--- src/sv/bdsa_pkg.sv ---
// Package for the button debounce and setpoint adjust block.
// Holds the register indexes, reset values, per-button state type and the
// debounce and divide-by-ten functions. Depends on nothing.
package bdsa_pkg;

	localparam int NUM_BTN = 3;
	localparam int BTN_SELECT = 0;
	localparam int BTN_UP = 1;
	localparam int BTN_DOWN = 2;

	localparam int CFG_ADDR_W = 3;
	localparam int CFG_DATA_W = 10;
	localparam int IN_DATA_W = 8;
	localparam int OUT_DATA_W = 32;

	typedef enum logic [CFG_ADDR_W-1:0] {
		REG_HOLD_SELECT = 3'd0,
		REG_HOLD_UP     = 3'd1,
		REG_HOLD_DOWN   = 3'd2,
		REG_ADJUST_STEP = 3'd3,
		REG_REPEAT      = 3'd4
	} cfg_reg_t;

	localparam logic [7:0]  HOLD_SELECT_RESET = 8'd5;
	localparam logic [7:0]  HOLD_UP_RESET     = 8'd5;
	localparam logic [7:0]  HOLD_DOWN_RESET   = 8'd10;
	localparam logic [9:0]  ADJUST_STEP_RESET = 10'd10;
	localparam logic [7:0]  REPEAT_RESET      = 8'd15;
	localparam logic [15:0] SETPOINT_RESET    = 16'd500;

	localparam logic [7:0]  TIMER_CAP    = 8'd200;
	localparam logic [7:0]  TIMER_REWIND = 8'd100;
	localparam logic [7:0]  TIMER_MAX    = 8'd255;
	localparam logic [15:0] RECIP_TEN    = 16'd52429;

	typedef struct packed {
		logic       active;
		logic [7:0] on_timer;
		logic       lockout;
		logic [7:0] off_timer;
	} btn_state_t;

	function automatic btn_state_t debounce(input btn_state_t cur, input logic released,
			input logic [7:0] hold);
		btn_state_t nxt;
		nxt = cur;
		if (!released && !nxt.lockout) begin
			nxt.active = 1'b1;
		end
		if (nxt.active) begin
			nxt.on_timer = nxt.on_timer + 8'd1;
			if (nxt.on_timer > TIMER_CAP) begin
				nxt.on_timer = TIMER_REWIND;
			end
		end
		if (nxt.on_timer > hold && released) begin
			nxt.active = 1'b0;
			nxt.on_timer = '0;
			nxt.lockout = 1'b1;
			nxt.off_timer = '0;
		end
		if (nxt.lockout && nxt.off_timer != TIMER_MAX) begin
			nxt.off_timer = nxt.off_timer + 8'd1;
		end
		if (nxt.off_timer > hold) begin
			nxt.lockout = 1'b0;
		end
		return nxt;
	endfunction

	// Signed divide by ten, truncated toward zero, low byte only.
	// The reciprocal multiply is exact for magnitudes up to 2^15.
	function automatic logic [7:0] div10_byte(input logic [15:0] value);
		logic        neg;
		logic [16:0] mag;
		logic [32:0] prod;
		logic [13:0] quo;
		logic [7:0]  res;
		neg = value[15];
		mag = neg ? (17'd0 - {1'b1, value}) : {1'b0, value};
		prod = {16'd0, mag} * {17'd0, RECIP_TEN};
		quo = prod[32:19];
		res = neg ? (8'd0 - quo[7:0]) : quo[7:0];
		return res;
	endfunction

endpackage

--- src/sv/button_debounce_setpoint_adjust.sv ---
// Top level of the button debounce and setpoint adjust block.
// Uses bdsa_pkg for the state type, register indexes and functions.
//
// Each input item is one tick with three active-low button levels in
// s_tdata. Each tick gives exactly one result item on the m_ side with the
// debounced latches, the new setpoint and, while select is active, the old
// setpoint divided by ten as a send byte. The user must write configuration
// registers through cfg_we, cfg_addr and cfg_wdata only while no item is in
// flight; the block itself does not enforce this. An accepted item waits in
// the input register while the debounce and setpoint logic runs on it, then
// moves to the output register, which the m_ side reads, once that is free
// or being taken; the state updates as it moves. Throughput is one item per
// cycle while the receiver does not stall; the per-tick state update is the
// single combinational step between the two registers. When the receiver
// stalls, the output register holds its item, the input register still
// fills, and s_tready drops once both are full. Reset clears all button
// state, loads the setpoint with 500, the repeat delays with zero and the
// registers with their defaults, and empties both stages.
module button_debounce_setpoint_adjust (
	input  logic                               clk,
	input  logic                               arst_n,
	input  logic                               s_tvalid,
	output logic                               s_tready,
	// select_level [0], up_level [1], down_level [2], zeros above.
	input  logic [bdsa_pkg::IN_DATA_W-1:0]     s_tdata,
	output logic                               m_tvalid,
	input  logic                               m_tready,
	// select_active [0], up_active [1], down_active [2], setpoint_value [18:3],
	// send_valid [19], send_byte [27:20], zeros above.
	output logic [bdsa_pkg::OUT_DATA_W-1:0]    m_tdata,
	input  logic                               cfg_we,
	input  logic [bdsa_pkg::CFG_ADDR_W-1:0]    cfg_addr,
	input  logic [bdsa_pkg::CFG_DATA_W-1:0]    cfg_wdata
);
	import bdsa_pkg::*;

	logic [7:0] hold_q [NUM_BTN];
	logic [9:0] step_q;
	logic [7:0] repeat_q;

	btn_state_t btn_q [NUM_BTN];
	btn_state_t btn_nxt [NUM_BTN];
	logic [15:0] setpoint_q, setpoint_nxt;
	logic [7:0]  up_delay_q, up_delay_nxt;
	logic [7:0]  down_delay_q, down_delay_nxt;
	logic        send_valid;
	logic [7:0]  send_byte;

	logic        valid_s1;
	logic [2:0]  levels_s1;
	logic        out_valid_q;
	logic [OUT_DATA_W-1:0] out_data_q;
	logic        advance;

	assign advance = valid_s1 && (!out_valid_q || m_tready);
	assign s_tready = !valid_s1 || advance;
	assign m_tvalid = out_valid_q;
	assign m_tdata = out_data_q;

	always_ff @(posedge clk or negedge arst_n) begin
		if (!arst_n) begin
			hold_q[BTN_SELECT] <= HOLD_SELECT_RESET;
			hold_q[BTN_UP] <= HOLD_UP_RESET;
			hold_q[BTN_DOWN] <= HOLD_DOWN_RESET;
			step_q <= ADJUST_STEP_RESET;
			repeat_q <= REPEAT_RESET;
		end else if (cfg_we) begin
			case (cfg_reg_t'(cfg_addr))
				REG_HOLD_SELECT: hold_q[BTN_SELECT] <= cfg_wdata[7:0];
				REG_HOLD_UP:     hold_q[BTN_UP] <= cfg_wdata[7:0];
				REG_HOLD_DOWN:   hold_q[BTN_DOWN] <= cfg_wdata[7:0];
				REG_ADJUST_STEP: step_q <= cfg_wdata;
				REG_REPEAT:      repeat_q <= cfg_wdata[7:0];
				default: ;
			endcase
		end
	end

	always_comb begin
		for (int i = 0; i < NUM_BTN; i++) begin
			btn_nxt[i] = debounce(btn_q[i], levels_s1[i], hold_q[i]);
		end
		setpoint_nxt = setpoint_q;
		up_delay_nxt = up_delay_q;
		down_delay_nxt = down_delay_q;
		send_valid = 1'b0;
		send_byte = '0;
		if (btn_nxt[BTN_SELECT].active) begin
			send_valid = 1'b1;
			send_byte = div10_byte(setpoint_q);
			if (btn_nxt[BTN_UP].active && up_delay_q == 8'd0) begin
				setpoint_nxt = setpoint_nxt + {6'd0, step_q};
				up_delay_nxt = repeat_q;
			end
			if (up_delay_nxt != 8'd0) begin
				up_delay_nxt = up_delay_nxt - 8'd1;
			end
			if (btn_nxt[BTN_DOWN].active && down_delay_q == 8'd0) begin
				setpoint_nxt = setpoint_nxt - {6'd0, step_q};
				down_delay_nxt = repeat_q;
			end
			if (down_delay_nxt != 8'd0) begin
				down_delay_nxt = down_delay_nxt - 8'd1;
			end
		end
	end

	always_ff @(posedge clk or negedge arst_n) begin
		if (!arst_n) begin
			for (int i = 0; i < NUM_BTN; i++) begin
				btn_q[i] <= '0;
			end
			setpoint_q <= SETPOINT_RESET;
			up_delay_q <= '0;
			down_delay_q <= '0;
		end else if (advance) begin
			for (int i = 0; i < NUM_BTN; i++) begin
				btn_q[i] <= btn_nxt[i];
			end
			setpoint_q <= setpoint_nxt;
			up_delay_q <= up_delay_nxt;
			down_delay_q <= down_delay_nxt;
		end
	end

	always_ff @(posedge clk or negedge arst_n) begin
		if (!arst_n) begin
			valid_s1 <= 1'b0;
		end else if (s_tready) begin
			valid_s1 <= s_tvalid;
		end
	end

	always_ff @(posedge clk) begin
		if (s_tready && s_tvalid) begin
			levels_s1 <= s_tdata[2:0];
		end
	end

	always_ff @(posedge clk or negedge arst_n) begin
		if (!arst_n) begin
			out_valid_q <= 1'b0;
		end else if (advance) begin
			out_valid_q <= 1'b1;
		end else if (m_tready) begin
			out_valid_q <= 1'b0;
		end
	end

	always_ff @(posedge clk) begin
		if (advance) begin
			out_data_q <= {4'd0, send_byte, send_valid, setpoint_nxt,
				btn_nxt[BTN_DOWN].active, btn_nxt[BTN_UP].active,
				btn_nxt[BTN_SELECT].active};
		end
	end

endmodule
--- config.mk ---
export PLATFORM = sky130hd
export DESIGN_NAME = button_debounce_setpoint_adjust
export DESIGN_NICKNAME = d
export VERILOG_FILES = /design/src/sv/bdsa_pkg.sv /design/src/sv/button_debounce_setpoint_adjust.sv
export SDC_FILE = /design/constraint.sdc
export NUM_CORES = 1
export LEC_CHECK = 0
export ABC_AREA = 1
export BUFFER_PORTS_ARGS = -buffer_cell sky130_fd_sc_hd__buf_2
export CAP_MARGIN = 20
export CORE_MARGIN = 8
export CORE_UTILIZATION = 46
export DETAILED_ROUTE_END_ITERATION = 12
export HOLD_SLACK_MARGIN = 0.12
export PLACE_DENSITY_LB_ADDON = 0.3
export SYNTH_ARGS = -nofsm -noshare
export SYNTH_HDL_FRONTEND = slang
export SYNTH_SLANG_ARGS = --single-unit
--- constraint.sdc ---
create_clock -name clk -period 8 [get_ports clk]
set_input_delay 0.4 -clock clk [delete_from_list [all_inputs] [get_ports clk]]
set_output_delay 0.4 -clock clk [all_outputs]
set_load 0.02 [all_outputs]
After elaboration in Yosys (flattened, before gate mapping)

Cells that the tools add are included.

Register bits after elaboration: 161
Output and inout port bits: 34
Word-level logic and storage cells: 122

Add/subtract/negate cells: 12
Multipliers: 1
Magnitude comparators: 9
Equal/unequal tests: 7
Muxes and demuxes: 33
Reduce and logical (&&, ||, !) cells: 35

Operators by type and width:

| operator                                              | number |
|---|---|
| two-way mux 8 bit                                     | 16 |
| two-way mux 16 bit                                    | 4 |
| two-way mux 18 bit                                    | 3 |
| adder 8 x 1 -> 8 bit (second input constant)          | 6 |
| greater-than comparator 8 bit                         | 6 |
| multiplier 17 x 16 -> 27 bit (second input constant)  | 1 |
| greater-than comparator 8 bit (second input constant) | 3 |
| inequality test 8 bit (second input constant)         | 3 |
| two-way mux 17 bit                                    | 1 |
| subtractor 1 x 17 -> 17 bit (first input constant)    | 1 |
| adder 16 x 10 -> 16 bit                               | 1 |
| zero test 8 bit                                       | 2 |
| nonzero test 8 bit                                    | 2 |
| subtractor 16 x 10 -> 16 bit                          | 1 |
| subtractor 8 x 1 -> 8 bit (second input constant)     | 2 |
| logical AND 1 bit                                     | 13 |
| AND reduction 2 bit                                   | 6 |
| two-way mux 1 bit                                     | 9 |
| zero test 1 bit                                       | 8 |
| subtractor 1 x 8 -> 8 bit (first input constant)      | 1 |
| equality test 3 x 2 -> 1 bit (second input constant)  | 2 |
| equality test 3 x 1 -> 1 bit (second input constant)  | 1 |
| equality test 3 bit (second input constant)           | 1 |
| zero test 3 bit                                       | 1 |
| other kinds (2)                                       | 3 |

Longest topological paths before layout

Gate-level depths: netlist of run 1.

Word-level depth: 13
Depth in mapped cells: 37
Mapped depth without buffers: 36

Worst setup path before layout of run 1

No wires, ideal clock.

Path type: reg-to-reg
Start: reg setpoint_q[0]
End: reg out_data_q[27] (netlist: m_tdata[27]), data pin
Library setup time: 0.255 ns
Arrival time: 6.311 ns
Data required time: 7.745 ns
Slack: 1.435 ns
Stages on the path, launching flop included: 32
Clock period less this slack: 6.565 ns
Cell sequence: dfrtp_1 -> inv_1 -> ha_1 -> inv_1 -> nor3_1 -> nand3_1 -> nor3_1 -> nand3_1 -> nand2_1 -> xor2_1 -> ha_1 -> fa_1 -> inv_1 -> fa_1 -> fa_1 -> inv_1 -> fa_1 -> inv_1 -> fa_1 -> inv_1 -> ha_1 -> nand2_1 -> nand2_1 -> a21oi_1 -> a21boi_0 -> nand4_1 -> nand2_1 -> nand2_1 -> nor2_1 -> nand4_1 -> a21oi_1 -> nor2_1

Word-level cells in the longest chain between the ends: 5

Ends and longest elaborated chain:

| what                           | line                                   | source |
|---|---|---|
| start: declaration             | button_debounce_setpoint_adjust.sv:43  | `logic [15:0] setpoint_q, setpoint_nxt;` |
| start signal: assignment       | button_debounce_setpoint_adjust.sv:120 | `setpoint_q <= setpoint_nxt;` |
| subtractor 1 x 17 -> 17 bit    | bdsa_pkg.sv:80                         | `mag = neg ? (17'd0 - {1'b1, value}) : {1'b0, value};` |
| two-way mux 17 bit *           | bdsa_pkg.sv:80                         |  |
| multiplier 17 x 16 -> 27 bit * | bdsa_pkg.sv:81                         | `prod = {16'd0, mag} * {17'd0, RECIP_TEN};` |
| subtractor 1 x 8 -> 8 bit      | bdsa_pkg.sv:83                         | `res = neg ? (8'd0 - quo[7:0]) : quo[7:0];` |
| two-way mux 8 bit *            | bdsa_pkg.sv:83                         |  |
| end signal: assignment         | button_debounce_setpoint_adjust.sv:152 | `out_data_q <= {4'd0, send_byte, send_valid, setpoint_nxt,` |
| end: declaration               | button_debounce_setpoint_adjust.sv:52  | `logic [OUT_DATA_W-1:0] out_data_q;` |

Mark *: on every way between the ends. The rest lies on a longest branch, timed or not.
A chain may end at the register's enable or synchronous reset.

Worst setup path in the final report of run 1

Start: reg setpoint_q[1]
End: reg out_data_q[24] (netlist: m_tdata[24]), data pin

Same word-level chain as after synthesis.

==> metrics.txt, run 1 <==
status completed; CTS-repair resized insts 0; multi-input logic area 9881 um^2; htree depth 4; 1st-iter DRT viols 834; Crit. End Element flop; HP Class in -> reg; post-layout minimum cycle time 7371 ps; CTS tree yes; core region area 34200 um^2; slew of the pin with the lowest slew margin 1011 ps; Post-synth EDFFs 30; setup bufs post-CTS 0; Post-DP HPWL 30650 um; antenna violations before repair 0; Max Slew Vio Count 0; dpl cell area 16560 um^2; register bit count reported by yosys 160; Max FO, Critical Path 6; Slew headroom 0.3255; share of synthesized flip-flops with an asynchronous set or reset 0.8125; grt ovf 0; Final Hold Vio Count 0; Total Routing Usage GR 0.1927; drt pass-1 iters 5; setup tns final 0 ps; root buffer cell clkbuf_16; Skew-Pair Late Insertion Delay 440 ps; number of global-route vias before repair 13.26k; CP Class reg -> reg; critical path arrival 7560 ps; syn_area_per_cell 7.608 um^2; vias per cell 5.097; first-pass GRT wire length 64990 um; IO Pins 60; post-synth cell types 52; # hold bufs at CTS 4; Post-route DRC 0; largest net degree at the start of global routing 75; Chip Width 201.6 um; Post-Syn Area 15850 um^2; CP peak stage delay 540 ps; CTS Buf Count 17; max_cap viols 0; Tcrit/Tclk final 0.9213; clock buffer depth 2; clock-pin slew on the worst setup and hold paths 70 ps; RSZ-0062 raised after global routing no; Filler Cells Inserted 3336; layout cell share with drive strength beyond 1 0.07972; via count 13.25k; commonest register cell after synthesis dfrtp_1; most used cell, CP inv_1; Peak Freq 135.7 MHz; CP max stage cell xor2_1; Critical Path RT 8190 ps; fin area 17230 um^2; DRT Wirelength 38390 um; synth-to-layout area growth 8.749%; CP Launch Type flop; Reg area 4177 um^2; Die Y-Extent 201.6 um; Routability Congestion 0.9078; Layout Utilization 0.5038; clk sinks 160; IO buf count 50; Ant. Diodes 0; clk_skew 13.58 ps; Synthesis Warnings 0; post-synthesis sequential area ratio 0.2636; initial core utilization 0.4633; final antenna-violating net count 0; row count 68; Nets 2426; drt wl/cell 14.77 um; final setup violation count 0; Mapped Cells 2083; Die Footprint 40640 um^2
[metrics by stage]
stage	worst slack (ps)	instances	hold WS [ps]
floorplan	1435	2091	104.4
global placement	751.4	2564	421.3
detailed placement	661.8	2564	422.3
CTS	641.5	2600	150.7
global route	22.17	2600	183.6
finish	629.4	2600	168.4
[worst max-delay path: cells and delay by family (launching register included)]
family / cells / cell delay [ps]
adders and majority gates: 8 / 3150
buffers and inverters: 6 / 400
xor gates and xnor gates: 1 / 540
AOI/OAI and AO/OA: 5 / 1030
and+or+nand+nor: 11 / 1550
DFF: 1 / 430
[registers in the layout (all words and copies together), names as in the netlist]
| register | cells |
|---|---|
| up_delay_q | 8 |
| repeat_q | 8 |
| btn_q | 54 |
| step_q | 10 |
| m_tdata | 27 |
| setpoint_q | 16 |
| m_tvalid | 1 |
| valid_s1 | 1 |
| down_delay_q | 8 |
| levels_s1 | 3 |
| hold_q | 24 |
[Yosys cell counts, drive strengths merged (7+ instances only)]
master | count | area [um^2]
nand2 | 461 | 1768
inv | 427 | 1605
o21ai | 188 | 948.4
ha | 182 | 2277
nor2 | 149 | 639.4
dfrtp | 112 | 2803
nand3 | 104 | 548.0
a21oi | 88 | 459.2
fa | 86 | 1722
xor2 | 53 | 464.2
edfxtp | 30 | 900.9
nand4 | 29 | 181.4
clkbuf | 27 | 101.4
nor3 | 24 | 146.4
dfstp | 18 | 473.0
xnor2 | 18 | 172.7
o22ai | 16 | 100.1
buf | 15 | 115.1
o21bai | 13 | 97.59
a21boi | 10 | 78.83
o211ai | 7 | 52.55
[worst paths after layout]
check | startpoint | to | slack [ps] | cells after the start
setup reg to reg | setpoint_q[1]$_DFFE_PN0P_ | m_tdata[24]$_SDFFCE_PN0P_ | 630 | 31
min in group asynchronous | arst_n | down_delay_q[3]$_DFFE_PN0P_ | 510 | 2
setup / recovery | setpoint_q[1]$_DFFE_PN0P_ | m_tdata[24]$_SDFFCE_PN0P_ | 630 | 31
hold / removal | s_tvalid | valid_s1$_DFFE_PN0N_ | 170 | 3
hold reg to reg | btn_q[37]$_DFFE_PN0P_ | btn_q[37]$_DFFE_PN0P_ | 480 | 2
max in group asynchronous | arst_n | btn_q[15]$_DFFE_PN0P_ | 6120 | 3
[routing by layer]
layer / up-vias / track usage / share of wire
met5: - / 0 / 0
met3: 54 / 0.03249 / 0.043
li1: 6712 / - / -
met2: 278 / 0.3095 / 0.44
met4: 0 / 0.05322 / 0.021
met1: 6208 / 0.2648 / 0.49
[placed cells by master (no fill, tap or decap), drive strengths merged]
master	Yosys	routed
and3	1	1
fa	86	86
o21ai	188	188
xor2	53	53
nand2	461	461
nor4	2	2
dfrtp	112	112
edfxtp	30	30
o31ai	1	1
o311ai	1	1
nand3	104	104
conb	1	9
a31oi	4	4
clkinvlp	0	1
dfstp	18	18
o211ai	7	7
o21bai	13	13
inv	427	431
a2111oi	1	1
nor2	149	149
a21boi	10	10
nand4	29	29
ha	182	182
o221a	1	1
nor3b	1	1
and2	5	5
dlygate4sd3	0	4
clkinv	0	5
a21oi	88	88
o22ai	16	16
a21o	2	2
or2	2	2
xnor2	18	18
nor3	24	24
clkbuf	27	19
buf	15	60
bufinv	0	3
o21a	4	4
[layout make-up]
class / instances / share of cell area
multi-input combinational: 1462 / 0.5734
clock inverter: 13 / 0.01016
clock buffer: 19 / 0.02636
tap: 455 / 0.03304
timing repair buffer: 64 / 0.02156
inverter: 427 / 0.09315
sequential: 160 / 0.2424
[kinds of logic after synthesis]
family,count (synthesis),share of synthesized area
flops,160,0.2636
simple gates,778,0.2119
compound gates,336,0.1168
xor+xnor,71,0.04019
other cells,1,0.0002366
buf+inv,469,0.1150
fa+ha+maj,268,0.2523
Power of run 1 is left out: the tool's default activity adds up to more than one toggle a clock period on the data nets, which glitch-free logic cannot reach.
==> run 2: changes to the inputs <==
--- a/config.mk
+++ b/config.mk
@@ -5,7 +5,6 @@
 export SDC_FILE = /design/constraint.sdc
 export NUM_CORES = 1
 export LEC_CHECK = 0
-export ABC_AREA = 1
 export BUFFER_PORTS_ARGS = -buffer_cell sky130_fd_sc_hd__buf_2
 export CAP_MARGIN = 20
 export CORE_MARGIN = 8
@@ -13,6 +12,7 @@
 export DETAILED_ROUTE_END_ITERATION = 12
 export HOLD_SLACK_MARGIN = 0.12
 export PLACE_DENSITY_LB_ADDON = 0.3
+export SLEW_MARGIN = 10
 export SYNTH_ARGS = -nofsm -noshare
 export SYNTH_HDL_FRONTEND = slang
 export SYNTH_SLANG_ARGS = --single-unit
==> constraint.sdc (replaced) <==
create_clock -name clk -period 8.95 [get_ports clk]
set_input_delay 0.4475 -clock clk [delete_from_list [all_inputs] [get_ports clk]]
set_output_delay 0.4475 -clock clk [all_outputs]
set_load 0.02 [all_outputs]
==> metrics.txt, run 2 <==
initial core utilization 0.4618; synth-to-layout area growth 8.774%; most common cell after layout, fill and taps aside inv_1; syn_area_per_cell 8.970 um^2; worst setup path start setpoint_q[0]$_DFFE_PN0P_; IO Pins 60; RSZ-0062 raised after global routing no; final antenna-violating net count 0; commonest register cell after synthesis dfrtp_1; Final Hold Vio Count 0; Max FO, Critical Path 10; dpl cells 2164; max FFs per register 54; reg-to-reg endpoint m_tdata[24]$_SDFFCE_PN0P_; CTS tree yes; # hold bufs at CTS 1; Slew headroom 0.3783; Die Y-Extent 198.6 um; number of global-route vias before repair 12.10k; clk_skew 11.49 ps; CTS Buf Count 17; final non-filler cell total 2201; antenna violations before repair 0; drt pass-1 iters 5; Ant. Diodes 0; Die Footprint 39420 um^2; Chip Width 198.6 um; CTS-repair resized insts 0; share of synthesized flip-flops with an asynchronous set or reset 0.8125; CP Class reg -> reg; row count 67; Peak Freq 128.2 MHz; Routability Congestion 0.9011; post-synthesis sequential area ratio 0.2724; root buffer cell clkbuf_16; IO buf count 50; Mapped Cells 1709; Skew-Pair Late Insertion Delay 440 ps; Crit path max-delay family adder cells; Register-to-Register Setup Slack 1150 ps; final setup violation count 0; CP max stage cell fa_1; most instantiated library cell after synthesis inv_1; Critical Path RT 9110 ps; 1st-iter DRT viols 890; core region area 33200 um^2; htree depth 4; Post-DP HPWL 28440 um; largest net degree at the start of global routing 83; CP peak stage delay 550 ps; clock buffer depth 2; DRT Wirelength 36950 um; via count 12.21k; Post-synth EDFFs 30; first-pass GRT wire length 61440 um; most used cell, CP inv_1; Crit path depth 30; Crit. End Element flop; CP endpoint m_tdata[24]$_SDFFCE_PN0P_; setup bufs post-CTS 0; depth of the most critical reg-to-reg path 30; Fin Hold WS 179.5 ps; share of the synthesized area in the top cell type 0.1828; vias per cell 5.549; worst r2r src setpoint_q[0]$_DFFE_PN0P_; CP Launch Type flop; Post-synth top cells inv_1, nand2_1, ha_1, dfrtp_1, o21ai_0; Synth area leaders dfrtp_1, ha_1, fa_1; slew of the pin with the lowest slew margin 929.2 ps; cell taking the most area after synthesis dfrtp_1; setup tns final 0 ps; post-layout minimum cycle time 7799 ps; Worst Path Buf+Inv 6; register bit count reported by yosys 160; clk sinks 160; critical path arrival 7960 ps; HP Class in -> reg; commonest cells after routing, fill and taps aside inv_1, nand2_1, ha_1; layout cell share with drive strength beyond 1 0.1101; clock-pin slew on the worst setup and hold paths 70 ps; Nets 2034; Largest Register btn_q; grt ovf 0; drt wl/cell 16.79 um; status completed; Post-route DRC 0; Total Routing Usage GR 0.1926; Post-Syn Area 15330 um^2; max_cap viols 0; Max Slew Vio Count 0; Tcrit/Tclk final 0.8715; post-synth cell types 82; Synthesis Warnings 0
run 2: cell types whose count changed after synthesis, moves of 18 or more:
cell and change:
xor2_1 -29, xnor2_1 +45, nand2_1 -260, nor2_1 -35, nand3_1 -52, o21ai_0 -52
mux2_2 +41, inv_1 -199, o21ai_1 -22, o31ai_1 +24, a21o_1 +18, a22o_1 +19
clkbuf_1 +22, nor2b_1 +18
run 2: layout make-up:
cell class | count | area (um^2)
fill | 3124 | 16520
multi-input combinational | 1276 | 10130
sequential | 160 | 4177
inverter | 219 | 822.0
tap | 448 | 560.5
clock buffer | 17 | 425.4
timing repair buffer | 66 | 396.6
clock inverter | 15 | 163.9
run 2: metrics by stage:
step / area, um^2 / utilization / setup WS, ps
CTS: 16630 / 0.5009 / 1157
global route: 16670 / 0.5023 / 609.6
finish: 16670 / 0.5023 / 1151
global placement: 16030 / 0.4828 / 1265
detailed placement: 16030 / 0.4828 / 1170
floorplan: 15360 / - / 1856
run 2: metal layers:
metal	up-vias	global-route usage	part of all wire
li1	5952	-	-
met1	5919	0.2577	0.46
met2	289	0.3214	0.47
met3	54	0.02605	0.046
met5	-	0	0
met4	0	0.05847	0.019
run 2: worst min path at each step:
| stage | to | slack, ps | cells after the start | startpoint |
|---|---|---|---|---|
| after global routing | levels_s1[0]$_DFFE_PP_ | 160 | 1 | s_tdata[0] |
| after CTS | levels_s1[1]$_DFFE_PP_ | 160 | 1 | s_tdata[1] |
| after floorplan | btn_q[0]$_DFFE_PN0P_ | 150 | 0 | arst_n |
| after global placement | down_delay_q[4]$_DFFE_PN0P_ | 450 | 1 | arst_n |
| final | levels_s1[2]$_DFFE_PP_ | 180 | 1 | s_tdata[2] |
| after detailed placement | down_delay_q[2]$_DFFE_PN0P_ | 440 | 1 | arst_n |
run 2: worst reg2reg max path: cells and delay by family (launching register included):
| family | cells | cell delay, ps |
|---|---|---|
| AOI/OAI and AO/OA | 5 | 1170 |
| xor gates and xnor gates | 3 | 750 |
| adders and majority gates | 9 | 3480 |
| buffers and inverters | 6 | 430 |
| DFF | 1 | 530 |
| and+or+nand+nor | 7 | 1150 |
run 2: logic make-up (layout without fill, tap and decap cells):
family,count (synthesis),after routing,synth area share
compound gates,378,378,0.1597
xor+xnor,86,86,0.04962
fa+ha+maj,268,268,0.2609
buf+inv,281,317,0.07044
flops,160,160,0.2724
mux,47,47,0.03404
other cells,1,9,0.0002446
simple gates,488,488,0.1526
Power of run 2 is left out for the same reason.
